<file path="src/hw/rtl/clsf_pkg.sv">
// Shared types, constants and helper functions of the caseless line filter.
package clsf_pkg;

   localparam int PATTERN_MAX     = 32;
   localparam int LEN_WIDTH       = 6;
   localparam int BYTE_WIDTH      = 8;
   localparam int WORD_WIDTH      = 64;
   localparam int WORD_COUNT      = 4;
   localparam int CHAR_COUNT      = WORD_COUNT * (WORD_WIDTH / BYTE_WIDTH);
   localparam int CHAR_IDX_WIDTH  = $clog2(CHAR_COUNT);
   localparam int DATA_WIDTH      = 32;
   localparam int CSR_INDEX_WIDTH = 3;
   localparam int QUEUE_DEPTH     = 2;
   localparam int QPTR_WIDTH      = $clog2(QUEUE_DEPTH);
   localparam int QCNT_WIDTH      = $clog2(QUEUE_DEPTH + 1);

   localparam logic [BYTE_WIDTH-1:0] NEWLINE_BYTE = 8'd10;
   localparam logic [BYTE_WIDTH-1:0] CR_BYTE      = 8'd13;
   localparam logic [BYTE_WIDTH-1:0] ZERO_BYTE    = 8'd0;
   localparam logic [BYTE_WIDTH-1:0] UPPER_A      = 8'h41;
   localparam logic [BYTE_WIDTH-1:0] UPPER_Z      = 8'h5A;
   localparam logic [BYTE_WIDTH-1:0] CASE_OFFSET  = 8'd32;
   localparam logic [LEN_WIDTH-1:0]  LINE_CNT_MAX = '1;
   localparam logic [DATA_WIDTH-1:0] DATA_MAX     = '1;

   typedef enum logic [CSR_INDEX_WIDTH-1:0] {
      CSR_PATTERN_LENGTH = 3'd0,
      CSR_PATTERN_WORD_0 = 3'd1,
      CSR_PATTERN_WORD_1 = 3'd2,
      CSR_PATTERN_WORD_2 = 3'd3,
      CSR_PATTERN_WORD_3 = 3'd4
   } csr_reg_type;

   typedef struct packed {
      logic [DATA_WIDTH-1:0] line_start;
      logic [DATA_WIDTH-1:0] newline_pos;
   } line_rec_type;

   function automatic logic [BYTE_WIDTH-1:0] fold_byte(input logic [BYTE_WIDTH-1:0] c);
      logic [BYTE_WIDTH-1:0] r;
      r = c;
      if (c inside {[UPPER_A:UPPER_Z]}) begin
         r = c + CASE_OFFSET;
      end
      return r;
   endfunction

   function automatic logic [DATA_WIDTH-1:0] sat_inc(input logic [DATA_WIDTH-1:0] v);
      logic [DATA_WIDTH-1:0] r;
      r = (v == DATA_MAX) ? v : v + DATA_WIDTH'(1);
      return r;
   endfunction

endpackage

</file>
<file path="src/hw/rtl/clsf_front.sv">
// Front part: configuration, byte window, pattern compare and line classification.
module clsf_front import clsf_pkg::*; (
   input  logic                       clock,
   input  logic                       reset,
   input  logic                       req_valid,
   output logic                       req_ready,
   input  logic [BYTE_WIDTH-1:0]      req_text_byte,
   input  logic                       csr_valid,
   input  logic [CSR_INDEX_WIDTH-1:0] csr_index,
   input  logic [WORD_WIDTH-1:0]      csr_data,
   input  logic                       q_full,
   output logic                       push_valid,
   output line_rec_type               push_rec
);

   logic [LEN_WIDTH-1:0]  pattern_length_ff, pattern_length_in;
   logic [WORD_WIDTH-1:0] pattern_word_ff [WORD_COUNT];
   logic [WORD_WIDTH-1:0] pattern_word_in [WORD_COUNT];
   logic                  hold_ff, hold_in;

   logic [BYTE_WIDTH-1:0] aligned_ff [PATTERN_MAX];
   logic [BYTE_WIDTH-1:0] aligned_in [PATTERN_MAX];
   logic [PATTERN_MAX-1:0] mask_ff, mask_in;
   logic [PATTERN_MAX-1:0] last_ff, last_in;
   logic [LEN_WIDTH-1:0]   len_ff, len_in;

   logic [BYTE_WIDTH-1:0] recent_ff [PATTERN_MAX];
   logic [BYTE_WIDTH-1:0] recent_in [PATTERN_MAX];
   logic [LEN_WIDTH-1:0]  bsls_ff, bsls_in;
   logic                  line_match_ff, line_match_in;
   logic [DATA_WIDTH-1:0] offset_ff, offset_in;
   logic [DATA_WIDTH-1:0] line_start_ff, line_start_in;

   logic [BYTE_WIDTH-1:0] pat_chars [CHAR_COUNT];
   logic [LEN_WIDTH-1:0]  len_eff;
   logic [LEN_WIDTH-1:0]  char_k;
   logic [BYTE_WIDTH-1:0] new_win [PATTERN_MAX];
   logic [PATTERN_MAX-1:0] eq_vec, cr_vec;
   logic                  accept, is_newline, byte_hit;

   // configuration registers
   always_comb begin
      pattern_length_in = pattern_length_ff;
      pattern_word_in   = pattern_word_ff;
      if (csr_valid) begin
         case (csr_index)
            CSR_PATTERN_LENGTH: pattern_length_in  = csr_data[LEN_WIDTH-1:0];
            CSR_PATTERN_WORD_0: pattern_word_in[0] = csr_data;
            CSR_PATTERN_WORD_1: pattern_word_in[1] = csr_data;
            CSR_PATTERN_WORD_2: pattern_word_in[2] = csr_data;
            CSR_PATTERN_WORD_3: pattern_word_in[3] = csr_data;
            default: ;
         endcase
      end
   end

   assign hold_in = csr_valid;

   // aligned pattern: position j of the window meets pattern char len-1-j
   always_comb begin
      for (int c = 0; c < CHAR_COUNT; c++) begin
         pat_chars[c] = pattern_word_ff[c / (WORD_WIDTH / BYTE_WIDTH)]
                        [(c % (WORD_WIDTH / BYTE_WIDTH)) * BYTE_WIDTH +: BYTE_WIDTH];
      end
      len_eff = (pattern_length_ff > LEN_WIDTH'(PATTERN_MAX)) ?
                LEN_WIDTH'(PATTERN_MAX) : pattern_length_ff;
      len_in  = len_eff;
      char_k  = '0;
      for (int j = 0; j < PATTERN_MAX; j++) begin
         mask_in[j]    = LEN_WIDTH'(j) < len_eff;
         last_in[j]    = (LEN_WIDTH'(j) + LEN_WIDTH'(1)) == len_eff;
         char_k        = len_eff - LEN_WIDTH'(j) - LEN_WIDTH'(1);
         aligned_in[j] = ZERO_BYTE;
         if (mask_in[j] && (char_k < LEN_WIDTH'(CHAR_COUNT))) begin
            aligned_in[j] = fold_byte(pat_chars[char_k[CHAR_IDX_WIDTH-1:0]]);
         end
      end
   end

   assign req_ready  = !q_full && !hold_ff;
   assign accept     = req_valid && req_ready;
   assign is_newline = (req_text_byte == NEWLINE_BYTE);

   always_comb begin
      new_win[0] = fold_byte(req_text_byte);
      for (int i = 1; i < PATTERN_MAX; i++) begin
         new_win[i] = recent_ff[i-1];
      end
      for (int i = 0; i < PATTERN_MAX; i++) begin
         eq_vec[i] = (new_win[i] == aligned_ff[i]) || !mask_ff[i];
         cr_vec[i] = (new_win[i] == CR_BYTE) && last_ff[i];
      end
   end

   always_comb begin
      recent_in     = recent_ff;
      bsls_in       = bsls_ff;
      line_match_in = line_match_ff;
      offset_in     = offset_ff;
      line_start_in = line_start_ff;
      byte_hit      = 1'b0;
      push_valid    = 1'b0;
      push_rec.line_start  = line_start_ff;
      push_rec.newline_pos = offset_ff;
      if (accept) begin
         offset_in = sat_inc(offset_ff);
         if (is_newline) begin
            push_valid    = line_match_ff;
            bsls_in       = '0;
            line_match_in = 1'b0;
            line_start_in = sat_inc(offset_ff);
         end else begin
            recent_in = new_win;
            if (bsls_ff != LINE_CNT_MAX) begin
               bsls_in = bsls_ff + LEN_WIDTH'(1);
            end
            if (len_ff == '0) begin
               byte_hit = (req_text_byte == ZERO_BYTE);
            end else begin
               byte_hit = (bsls_in >= len_ff) && (&eq_vec) && !(|cr_vec);
            end
            line_match_in = line_match_ff || byte_hit;
         end
      end
   end

   always_ff @(posedge clock) begin
      if (reset) begin
         pattern_length_ff <= '0;
         pattern_word_ff   <= '{default: '0};
         hold_ff           <= 1'b1;
         recent_ff         <= '{default: '0};
         bsls_ff           <= '0;
         line_match_ff     <= 1'b0;
         offset_ff         <= '0;
         line_start_ff     <= '0;
      end else begin
         pattern_length_ff <= pattern_length_in;
         pattern_word_ff   <= pattern_word_in;
         hold_ff           <= hold_in;
         recent_ff         <= recent_in;
         bsls_ff           <= bsls_in;
         line_match_ff     <= line_match_in;
         offset_ff         <= offset_in;
         line_start_ff     <= line_start_in;
      end
   end

   always_ff @(posedge clock) begin
      aligned_ff <= aligned_in;
      mask_ff    <= mask_in;
      last_ff    <= last_in;
      len_ff     <= len_in;
   end

endmodule

</file>
<file path="src/hw/rtl/clsf_queue.sv">
// Two-entry queue of matching line records between front and back.
module clsf_queue import clsf_pkg::*; (
   input  logic         clock,
   input  logic         reset,
   input  logic         push_valid,
   input  line_rec_type push_rec,
   output logic         q_full,
   output logic         q_valid,
   output line_rec_type q_rec,
   input  logic         pop
);

   line_rec_type          entry_ff [QUEUE_DEPTH];
   logic [QPTR_WIDTH-1:0] wr_ptr_ff, wr_ptr_in;
   logic [QPTR_WIDTH-1:0] rd_ptr_ff, rd_ptr_in;
   logic [QCNT_WIDTH-1:0] count_ff, count_in;
   logic                  do_push, do_pop;

   assign q_full  = (count_ff == QCNT_WIDTH'(QUEUE_DEPTH));
   assign q_valid = (count_ff != '0);
   assign q_rec   = entry_ff[rd_ptr_ff];
   assign do_push = push_valid && !q_full;
   assign do_pop  = pop && q_valid;

   always_comb begin
      wr_ptr_in = wr_ptr_ff;
      rd_ptr_in = rd_ptr_ff;
      count_in  = count_ff;
      if (do_push) begin
         wr_ptr_in = (wr_ptr_ff == QPTR_WIDTH'(QUEUE_DEPTH - 1)) ? '0
                     : wr_ptr_ff + QPTR_WIDTH'(1);
      end
      if (do_pop) begin
         rd_ptr_in = (rd_ptr_ff == QPTR_WIDTH'(QUEUE_DEPTH - 1)) ? '0
                     : rd_ptr_ff + QPTR_WIDTH'(1);
      end
      case ({do_push, do_pop})
         2'b10:   count_in = count_ff + QCNT_WIDTH'(1);
         2'b01:   count_in = count_ff - QCNT_WIDTH'(1);
         default: count_in = count_ff;
      endcase
   end

   always_ff @(posedge clock) begin
      if (reset) begin
         wr_ptr_ff <= '0;
         rd_ptr_ff <= '0;
         count_ff  <= '0;
      end else begin
         wr_ptr_ff <= wr_ptr_in;
         rd_ptr_ff <= rd_ptr_in;
         count_ff  <= count_in;
      end
   end

   always_ff @(posedge clock) begin
      if (do_push) begin
         entry_ff[wr_ptr_ff] <= push_rec;
      end
   end

endmodule

</file>
<file path="src/hw/rtl/clsf_back.sv">
// Back part: match counting, line length and the result output register.
module clsf_back import clsf_pkg::*; (
   input  logic                  clock,
   input  logic                  reset,
   input  logic                  q_valid,
   input  line_rec_type          q_rec,
   output logic                  pop,
   output logic                  rsp_valid,
   input  logic                  rsp_ready,
   output logic [DATA_WIDTH-1:0] rsp_line_offset,
   output logic [DATA_WIDTH-1:0] rsp_line_length,
   output logic [DATA_WIDTH-1:0] rsp_match_count
);

   logic                  valid_ff, valid_in;
   logic [DATA_WIDTH-1:0] matched_ff, matched_in;
   logic [DATA_WIDTH-1:0] offset_ff, offset_in;
   logic [DATA_WIDTH-1:0] length_ff, length_in;

   assign pop = q_valid && (!valid_ff || rsp_ready);

   always_comb begin
      valid_in   = valid_ff && !rsp_ready;
      matched_in = matched_ff;
      offset_in  = offset_ff;
      length_in  = length_ff;
      if (pop) begin
         valid_in   = 1'b1;
         matched_in = sat_inc(matched_ff);
         offset_in  = q_rec.line_start;
         length_in  = q_rec.newline_pos - q_rec.line_start;
      end
   end

   always_ff @(posedge clock) begin
      if (reset) begin
         valid_ff   <= 1'b0;
         matched_ff <= '0;
      end else begin
         valid_ff   <= valid_in;
         matched_ff <= matched_in;
      end
   end

   always_ff @(posedge clock) begin
      offset_ff <= offset_in;
      length_ff <= length_in;
   end

   assign rsp_valid       = valid_ff;
   assign rsp_line_offset = offset_ff;
   assign rsp_line_length = length_ff;
   assign rsp_match_count = matched_ff;

endmodule

</file>
<file path="src/hw/rtl/caseless_line_substring_filter_unit.sv">
// Top level of the caseless line substring filter.
//
// The req channel takes one text byte per word; a newline byte ends a line.
// The csr channel writes the pattern length (index 0) and four pattern words
// (indexes 1 to 4); csr_ready is always high. Pattern and text bytes compare
// with A-Z folded to lower case.
// The rsp channel gives one word per newline that ends a line holding the
// pattern: line start offset, line length and running match count.
// Throughput: one byte per cycle while req_ready is high, set by the
// combinational window compare over all pattern positions in the front part.
// A result goes through the line queue, then the output register, to rsp.
// A csr write holds req_ready low for the following cycle while the aligned
// pattern register reloads.
// Reset clears the pattern, the byte window, the front offsets and the match count;
// req_ready is held low by the hold register, which reset sets.
// When the receiver stalls, the output register and the two-entry queue fill;
// then req_ready drops and the front holds.
module caseless_line_substring_filter_unit import clsf_pkg::*; (
   input  logic                       clock,
   input  logic                       reset,
   input  logic                       req_valid,
   output logic                       req_ready,
   input  logic [BYTE_WIDTH-1:0]      req_text_byte,
   output logic                       rsp_valid,
   input  logic                       rsp_ready,
   output logic [DATA_WIDTH-1:0]      rsp_line_offset,
   output logic [DATA_WIDTH-1:0]      rsp_line_length,
   output logic [DATA_WIDTH-1:0]      rsp_match_count,
   input  logic                       csr_valid,
   output logic                       csr_ready,
   input  logic [CSR_INDEX_WIDTH-1:0] csr_index,
   input  logic [WORD_WIDTH-1:0]      csr_data
);

   logic         q_full;
   logic         push_valid;
   line_rec_type push_rec;
   logic         q_valid;
   line_rec_type q_rec;
   logic         pop;

   assign csr_ready = 1'b1;

   clsf_front u_front (
      .clock         (clock),
      .reset         (reset),
      .req_valid     (req_valid),
      .req_ready     (req_ready),
      .req_text_byte (req_text_byte),
      .csr_valid     (csr_valid),
      .csr_index     (csr_index),
      .csr_data      (csr_data),
      .q_full        (q_full),
      .push_valid    (push_valid),
      .push_rec      (push_rec)
   );

   clsf_queue u_queue (
      .clock      (clock),
      .reset      (reset),
      .push_valid (push_valid),
      .push_rec   (push_rec),
      .q_full     (q_full),
      .q_valid    (q_valid),
      .q_rec      (q_rec),
      .pop        (pop)
   );

   clsf_back u_back (
      .clock           (clock),
      .reset           (reset),
      .q_valid         (q_valid),
      .q_rec           (q_rec),
      .pop             (pop),
      .rsp_valid       (rsp_valid),
      .rsp_ready       (rsp_ready),
      .rsp_line_offset (rsp_line_offset),
      .rsp_line_length (rsp_line_length),
      .rsp_match_count (rsp_match_count)
   );

endmodule

</file>
<file path="config.mk">
export PLATFORM = sky130hd
export DESIGN_NAME = caseless_line_substring_filter_unit
export DESIGN_NICKNAME = d
export VERILOG_FILES = /design/src/hw/rtl/clsf_pkg.sv /design/src/hw/rtl/clsf_front.sv /design/src/hw/rtl/clsf_queue.sv /design/src/hw/rtl/clsf_back.sv /design/src/hw/rtl/caseless_line_substring_filter_unit.sv
export SDC_FILE = /design/constraint.sdc
export NUM_CORES = 2
export LEC_CHECK = 0
export ABC_AREA = 1
export ABC_CLOCK_PERIOD_IN_PS = 6900
export BUFFER_PORTS_ARGS = -buffer_cell sky130_fd_sc_hd__buf_2
export CAP_MARGIN = 20
export CORE_MARGIN = 1
export CORE_UTILIZATION = 33
export CTS_BUF_LIST = sky130_fd_sc_hd__clkbuf_4 sky130_fd_sc_hd__clkbuf_8 sky130_fd_sc_hd__clkbuf_16
export DETAILED_ROUTE_END_ITERATION = 7
export PLACE_DENSITY = 0.54
export SYNTH_ARGS = -nofsm -noshare
export SYNTH_HDL_FRONTEND = slang
export SYNTH_HIERARCHICAL = 1
export SYNTH_SLANG_ARGS = --single-unit
</file>
<file path="constraint.sdc">
create_clock -name clock -period 6.9 [get_ports clock]
set_clock_uncertainty 0.1 [all_clocks]
set_input_delay 0.69 -clock clock [delete_from_list [all_inputs] [get_ports clock]]
set_output_delay 0.69 -clock clock [all_outputs]
set_load 0.05 [all_outputs]
</file>
==> tab_implementation.tex <==
\begin{tabular}{lr}
\hline
Metric & Value \\
\hline
\multicolumn{2}{l}{\textbf{Run status}} \\
\quad Status & completed \\
\multicolumn{2}{l}{\textbf{Timing}} \\
\quad Minimum clock period & 5.00 ns \\
\quad Setup TNS & 0 ns \\
\quad Actual slew at the worst max-slew pin & 1.29 ns \\
\quad Max-slew violation count & 0 \\
\quad RSZ-0062 raised after global routing & no \\
\quad Setup violations, final & 0 \\
\quad Endpoints failing hold & 0 \\
\quad Max Freq & 200 MHz \\
\quad Portion of the clock cycle consumed by the worst path in the final layout & 72.5\% \\
\quad Slew margin rel. & between 10\% and 20\% \\
\multicolumn{2}{l}{\textbf{Place}} \\
\quad Routability Congestion & between 1 and 1.5 \\
\quad Input/output buffers & 177 \\
\quad Placed Area & 69000 µm² \\
\quad Total half-perimeter wirelength after legalization and detailed placement & roughly 250000 µm \\
\multicolumn{2}{l}{\textbf{Synth}} \\
\quad Fraction of synthesized area in multiplexers & around 1.5\% \\
\quad Flip-flop cell with the highest count after synthesis & sky130\_fd\_sc\_hd\_\_dfxtp\_1 \\
\quad Synthesized-area fraction occupied by xor and xnor cells & under 10\% \\
\quad Adder-cell share of the synthesized area & 1.86\% \\
\quad Portion of the post-synthesis area used by sequential elements & 37.6\% \\
\quad Fraction of registers with async set or reset after synthesis & 0\% \\
\quad Post-synth EDFFs & between 150 and 200 \\
\quad Main combinational cell family by area after synthesis & simple AND/OR/NAND/NOR gates \\
\quad Net Count, Synth & roughly 10000 \\
\quad Post-synthesis instance total & approximately 9900 \\
\quad Number of distinct standard cells referenced by the synthesized netlist & between 50 and 60 \\
\quad Synth Area in Compound Gates & between 10\% and 20\% \\
\quad Simple-gate area share of the yosys netlist & between 30\% and 40\% \\
\quad Synthesis-stage register bit count & 1137 \\
\quad Area of the mapped netlist & $\sim$66000 µm² \\
\quad Mean area per synthesized cell & about 6.6 µm² \\
\quad Yosys warning count & 6 \\
\multicolumn{2}{l}{\textbf{Critical path}} \\
\quad Slowest stage cell on the critical path & sky130\_fd\_sc\_hd\_\_buf\_4 \\
\quad Longest individual stage delay on the worst path & 0.70 ns \\
\quad Top cell family by delay on the critical path & simple AND/OR/NAND/NOR gates \\
\quad Reg-to-Reg End & u\_front/aligned\_ff[108] \\
\quad Crit path buf inv count & 5 \\
\quad Cell-by-cell trace of the critical path & buf\_4 > a21boi\_4 > buf\_4 > ha\_1 > nand2\_1 > nor2\_1 > a21oi\_2 > buf\_4 > inv\_1 > nand3\_1 > nand2\_1 > inv\_1 > nor2\_1 \\
\quad R2R Path Start & u\_front/pattern\_length\_ff[1] \\
\quad R2R setup slack & around 1.9 ns \\
\quad Kind of end point of the critical path & flop \\
\quad Critical Setup Path Class & flop to flop \\
\quad Max Fanout on Critical Path & roughly 80 \\
\quad Data arrival time of the critical path & between 5 and 6 ns \\
\quad Termination of the worst setup path & u\_front/aligned\_ff[108] \\
\quad Launching element type of the critical path & flop \\
\quad CP most frequent cell & sky130\_fd\_sc\_hd\_\_buf\_4 \\
\quad Launching instance or port of the critical path & u\_front/pattern\_length\_ff[1] \\
\quad Number of cells on the critical path & 13 \\
\quad Depth of the most critical reg-to-reg path & 13 \\
\quad Worst Path Required & approximately 7.5 ns \\
\multicolumn{2}{l}{\textbf{Floorplan}} \\
\quad Number of placement rows & 163 \\
\quad Number of placed I/O pins & about 180 \\
\quad X dimension of the die & between 400 and 500 µm \\
\quad Initial standard-cell utilization of the core & about 33\% \\
\quad Floorplan die area & approximately 200000 µm² \\
\quad Core footprint & between 150000 and 200000 µm² \\
\quad Die Y & approximately 450 µm \\
\multicolumn{2}{l}{\textbf{Pwr}} \\
\quad Total power & 18.0 mW \\
\quad Leak Pwr & 31.5 nW \\
\quad Pwr dens & $\sim$240 nW/µm² \\
\quad Maximum vdd drop & between 0.0002 and 0.0003 V \\
\multicolumn{2}{l}{\textbf{Finish}} \\
\quad Proportion of layout cells with a drive suffix above 1 & $\sim$8.1\% \\
\quad Post-route design area & 74000 µm² \\
\quad Number of nets in the finished design & between 10000 and 15000 \\
\quad Area added between synthesis and finish & 12.7\% \\
\multicolumn{2}{l}{\textbf{Routing}} \\
\quad DRC violation count after routing & 0 \\
\quad Detailed-router iteration count before antenna repair & 7 \\
\quad Average vias per placed instance & around 5.3 \\
\quad Initial drt markers & between 8000 and 9000 \\
\quad Overall routed net length & 310000 µm \\
\quad Via total after detailed routing & approximately 67000 \\
\quad Post-route ant nets & 0 \\
\quad Average wire length per cell after detail routing & between 20 and 25 µm \\
\multicolumn{2}{l}{\textbf{Clock tree}} \\
\quad Clock sinks & between 1000 and 1500 \\
\quad Inserted Clock Buffers & 137 \\
\quad Root buffer selected by CTS & sky130\_fd\_sc\_hd\_\_clkbuf\_16 \\
\quad CTS clock-pin slew for the worst setup and hold paths & 0.06 ns \\
\quad Total setup buffers inserted after CTS & 0 \\
\quad Latest clock arrival within the worst-skew pair & a little over 0.8 ns \\
\quad Maximum level of the CTS H-tree & 4 \\
\quad Bufs on Longest Clock Path & 3 \\
\quad CTS Hold Bufs & 0 \\
\quad Count of instances resized after the clock tree is built & 0 \\
\quad Clock tree from TritonCTS & built \\
\multicolumn{2}{l}{\textbf{GRT}} \\
\quad Global-route wire length before repair & 436000 µm \\
\quad Total congestion overflow after global routing & 0 \\
\quad Vias in the first global route & roughly 61000 \\
\quad Pin count of the biggest net entering global routing & 201 \\
\quad Initial antenna violation count & 32 \\
\quad All-Layer GR Usage & around 30\% \\
\multicolumn{2}{l}{\textbf{Worst hold path}} \\
\quad Path category of the worst min-delay check & primary input to flop \\
\multicolumn{2}{l}{\textbf{Run}} \\
\quad Max-cap violation count & 0 \\
\hline
\end{tabular}
[Yosys cell counts, types with 3 or more instances]
| library cell | n | share of area (%) |
|---|---|---|
| sky130_fd_sc_hd__nand2_1 | 2727 | 16 |
| sky130_fd_sc_hd__nand3_1 | 1147 | 8.7 |
| sky130_fd_sc_hd__dfxtp_1 | 945 | 29 |
| sky130_fd_sc_hd__nor2_1 | 915 | 5.2 |
| sky130_fd_sc_hd__o21ai_0 | 892 | 6.8 |
| sky130_fd_sc_hd__inv_1 | 836 | 4.8 |
| sky130_fd_sc_hd__a21oi_1 | 506 | 3.9 |
| sky130_fd_sc_hd__o21ai_1 | 351 | 2.7 |
| sky130_fd_sc_hd__clkbuf_1 | 335 | 1.9 |
| sky130_fd_sc_hd__edfxtp_1 | 192 | 8.8 |
| sky130_fd_sc_hd__xnor2_1 | 146 | 1.9 |
| sky130_fd_sc_hd__nand4_1 | 102 | 0.97 |
| sky130_fd_sc_hd__ha_1 | 96 | 1.8 |
| sky130_fd_sc_hd__buf_2 | 89 | 0.68 |
| sky130_fd_sc_hd__o211ai_1 | 89 | 1.0 |
| sky130_fd_sc_hd__buf_1 | 83 | 0.47 |
| sky130_fd_sc_hd__or2_2 | 83 | 0.79 |
| sky130_fd_sc_hd__xor2_1 | 79 | 1.1 |
| sky130_fd_sc_hd__nor3_1 | 75 | 0.57 |
| sky130_fd_sc_hd__mux2_4 | 60 | 1.4 |
| sky130_fd_sc_hd__a21oi_2 | 22 | 0.29 |
| sky130_fd_sc_hd__o21a_1 | 19 | 0.22 |
| sky130_fd_sc_hd__nand2_2 | 13 | 0.12 |
| sky130_fd_sc_hd__inv_2 | 10 | 0.057 |
| sky130_fd_sc_hd__nand3b_1 | 10 | 0.11 |
| sky130_fd_sc_hd__nor4_1 | 9 | 0.086 |
| sky130_fd_sc_hd__a31oi_1 | 8 | 0.076 |
| sky130_fd_sc_hd__buf_12 | 8 | 0.24 |
| sky130_fd_sc_hd__buf_4 | 7 | 0.080 |
| sky130_fd_sc_hd__clkinv_1 | 6 | 0.034 |
| sky130_fd_sc_hd__a211oi_1 | 5 | 0.057 |
| sky130_fd_sc_hd__mux2_2 | 5 | 0.086 |
| sky130_fd_sc_hd__nor2_4 | 5 | 0.086 |
| sky130_fd_sc_hd__nor3b_1 | 4 | 0.046 |
| sky130_fd_sc_hd__nand2_4 | 3 | 0.051 |
| sky130_fd_sc_hd__o2111ai_1 | 3 | 0.040 |
| sky130_fd_sc_hd__o21bai_1 | 3 | 0.034 |
| sky130_fd_sc_hd__xor2_2 | 3 | 0.074 |
[cells by family after synthesis]
| kind of cell | Yosys count |
|---|---|
| other cells | 1 |
| fa+ha+maj | 97 |
| mux | 65 |
| buf+inv | 1377 |
| compound gates | 1908 |
| xor+xnor | 229 |
| simple gates | 5099 |
| flops | 1137 |
[worst reg2reg max path: stages, from the launching register on]
cell and delay (ns):
sky130_fd_sc_hd__dfxtp_2 0.32, sky130_fd_sc_hd__buf_4 0.70, sky130_fd_sc_hd__a21boi_4 0.32, sky130_fd_sc_hd__buf_4 0.23, sky130_fd_sc_hd__ha_1 0.43, sky130_fd_sc_hd__nand2_1 0.26
sky130_fd_sc_hd__nor2_1 0.70, sky130_fd_sc_hd__a21oi_2 0.16, sky130_fd_sc_hd__buf_4 0.27, sky130_fd_sc_hd__inv_1 0.48, sky130_fd_sc_hd__nand3_1 0.15, sky130_fd_sc_hd__nand2_1 0.13
sky130_fd_sc_hd__inv_1 0.07, sky130_fd_sc_hd__nor2_1 0.53
[layout make-up]
cell class,instances,area [µm²]
Fill cell,21100,123000
Multi-Input combinational cell,7399,35700
Antenna cell,13,32.5
Clock buffer,177,3820
Clock inverter,71,1040
Timing Repair Buffer,327,2210
Sequential cell,1137,24700
Tap cell,2640,3300
Inverter,852,3210
[worst min-delay path by stage]
stage / start / cells past startpoint / end
2_1_floorplan: u_front/line_start_ff[13] / 0 / u_queue/entry_ff[0][45]
3_3_place_gp: u_front/line_start_ff[15] / 0 / u_queue/entry_ff[0][47]
3_5_place_dp: u_front/line_start_ff[16] / 0 / u_queue/entry_ff[0][48]
4_1_cts: rsp_ready / 4 / u_back/rsp_valid
5_1_grt: csr_data[18] / 3 / u_front/pat_chars[234]
6_report: csr_data[35] / 3 / u_front/pat_chars[219]
[metrics by stage]
step                instances  utilization, %  worst slack, ns  hold slack [ns]
floorplan                9913               -             1.33            0.320
global placement        12300            34.9             2.13            0.332
detailed placement      12400            35.0             2.11            0.333
CTS                     12600            37.4             2.14          0.00261
global route            12600            37.5             1.73           0.0478
finish                  12600            37.5             1.90           0.0550
[sequential cells by signal (all words and copies together), names as in the netlist, 31 cells and up, named ones only]
register	count
u_back/rsp_line_length	32
u_front/aligned_ff	256
u_front/new_win	248
u_front/offset_ff	32
u_queue/entry_ff	128
u_front/line_start_ff	32
u_front/mask_ff	31
u_back/rsp_line_offset	32
u_front/last_ff	32
u_front/pat_chars	256
u_back/rsp_match_count	32
[cells in the final DEF, fill, tap and decap left out, drive strengths merged, types with 9 or more instances in the layout]
master,n
nand2,2743
o21ai,1245
nand3,1147
dfxtp,945
nor2,922
inv,852
a21oi,528
buf,326
edfxtp,192
clkbuf,178
xnor2,147
nand4,102
ha,96
o211ai,89
or2,84
xor2,82
nor3,76
mux2,65
clkinv,51
o21a,19
bufinv,14
diode,13
nand3b,10
nor4,9
[power breakdown]
part	switching [mW]	internal, mW
sequential	0.164	6.90
combinational	2.40	0.815
clock	3.22	4.52
total	5.78	12.2
[routing by layer]
layer	wire [µm]	share of wire (%)	global-route usage [%]
met2	135000	43	46.7
met4	22500	7.3	19.1
met1	128000	41	38.5
met3	24800	8.0	5.44
met5	120	0.039	0
Note: power is estimated with default switching activity, not from simulation.
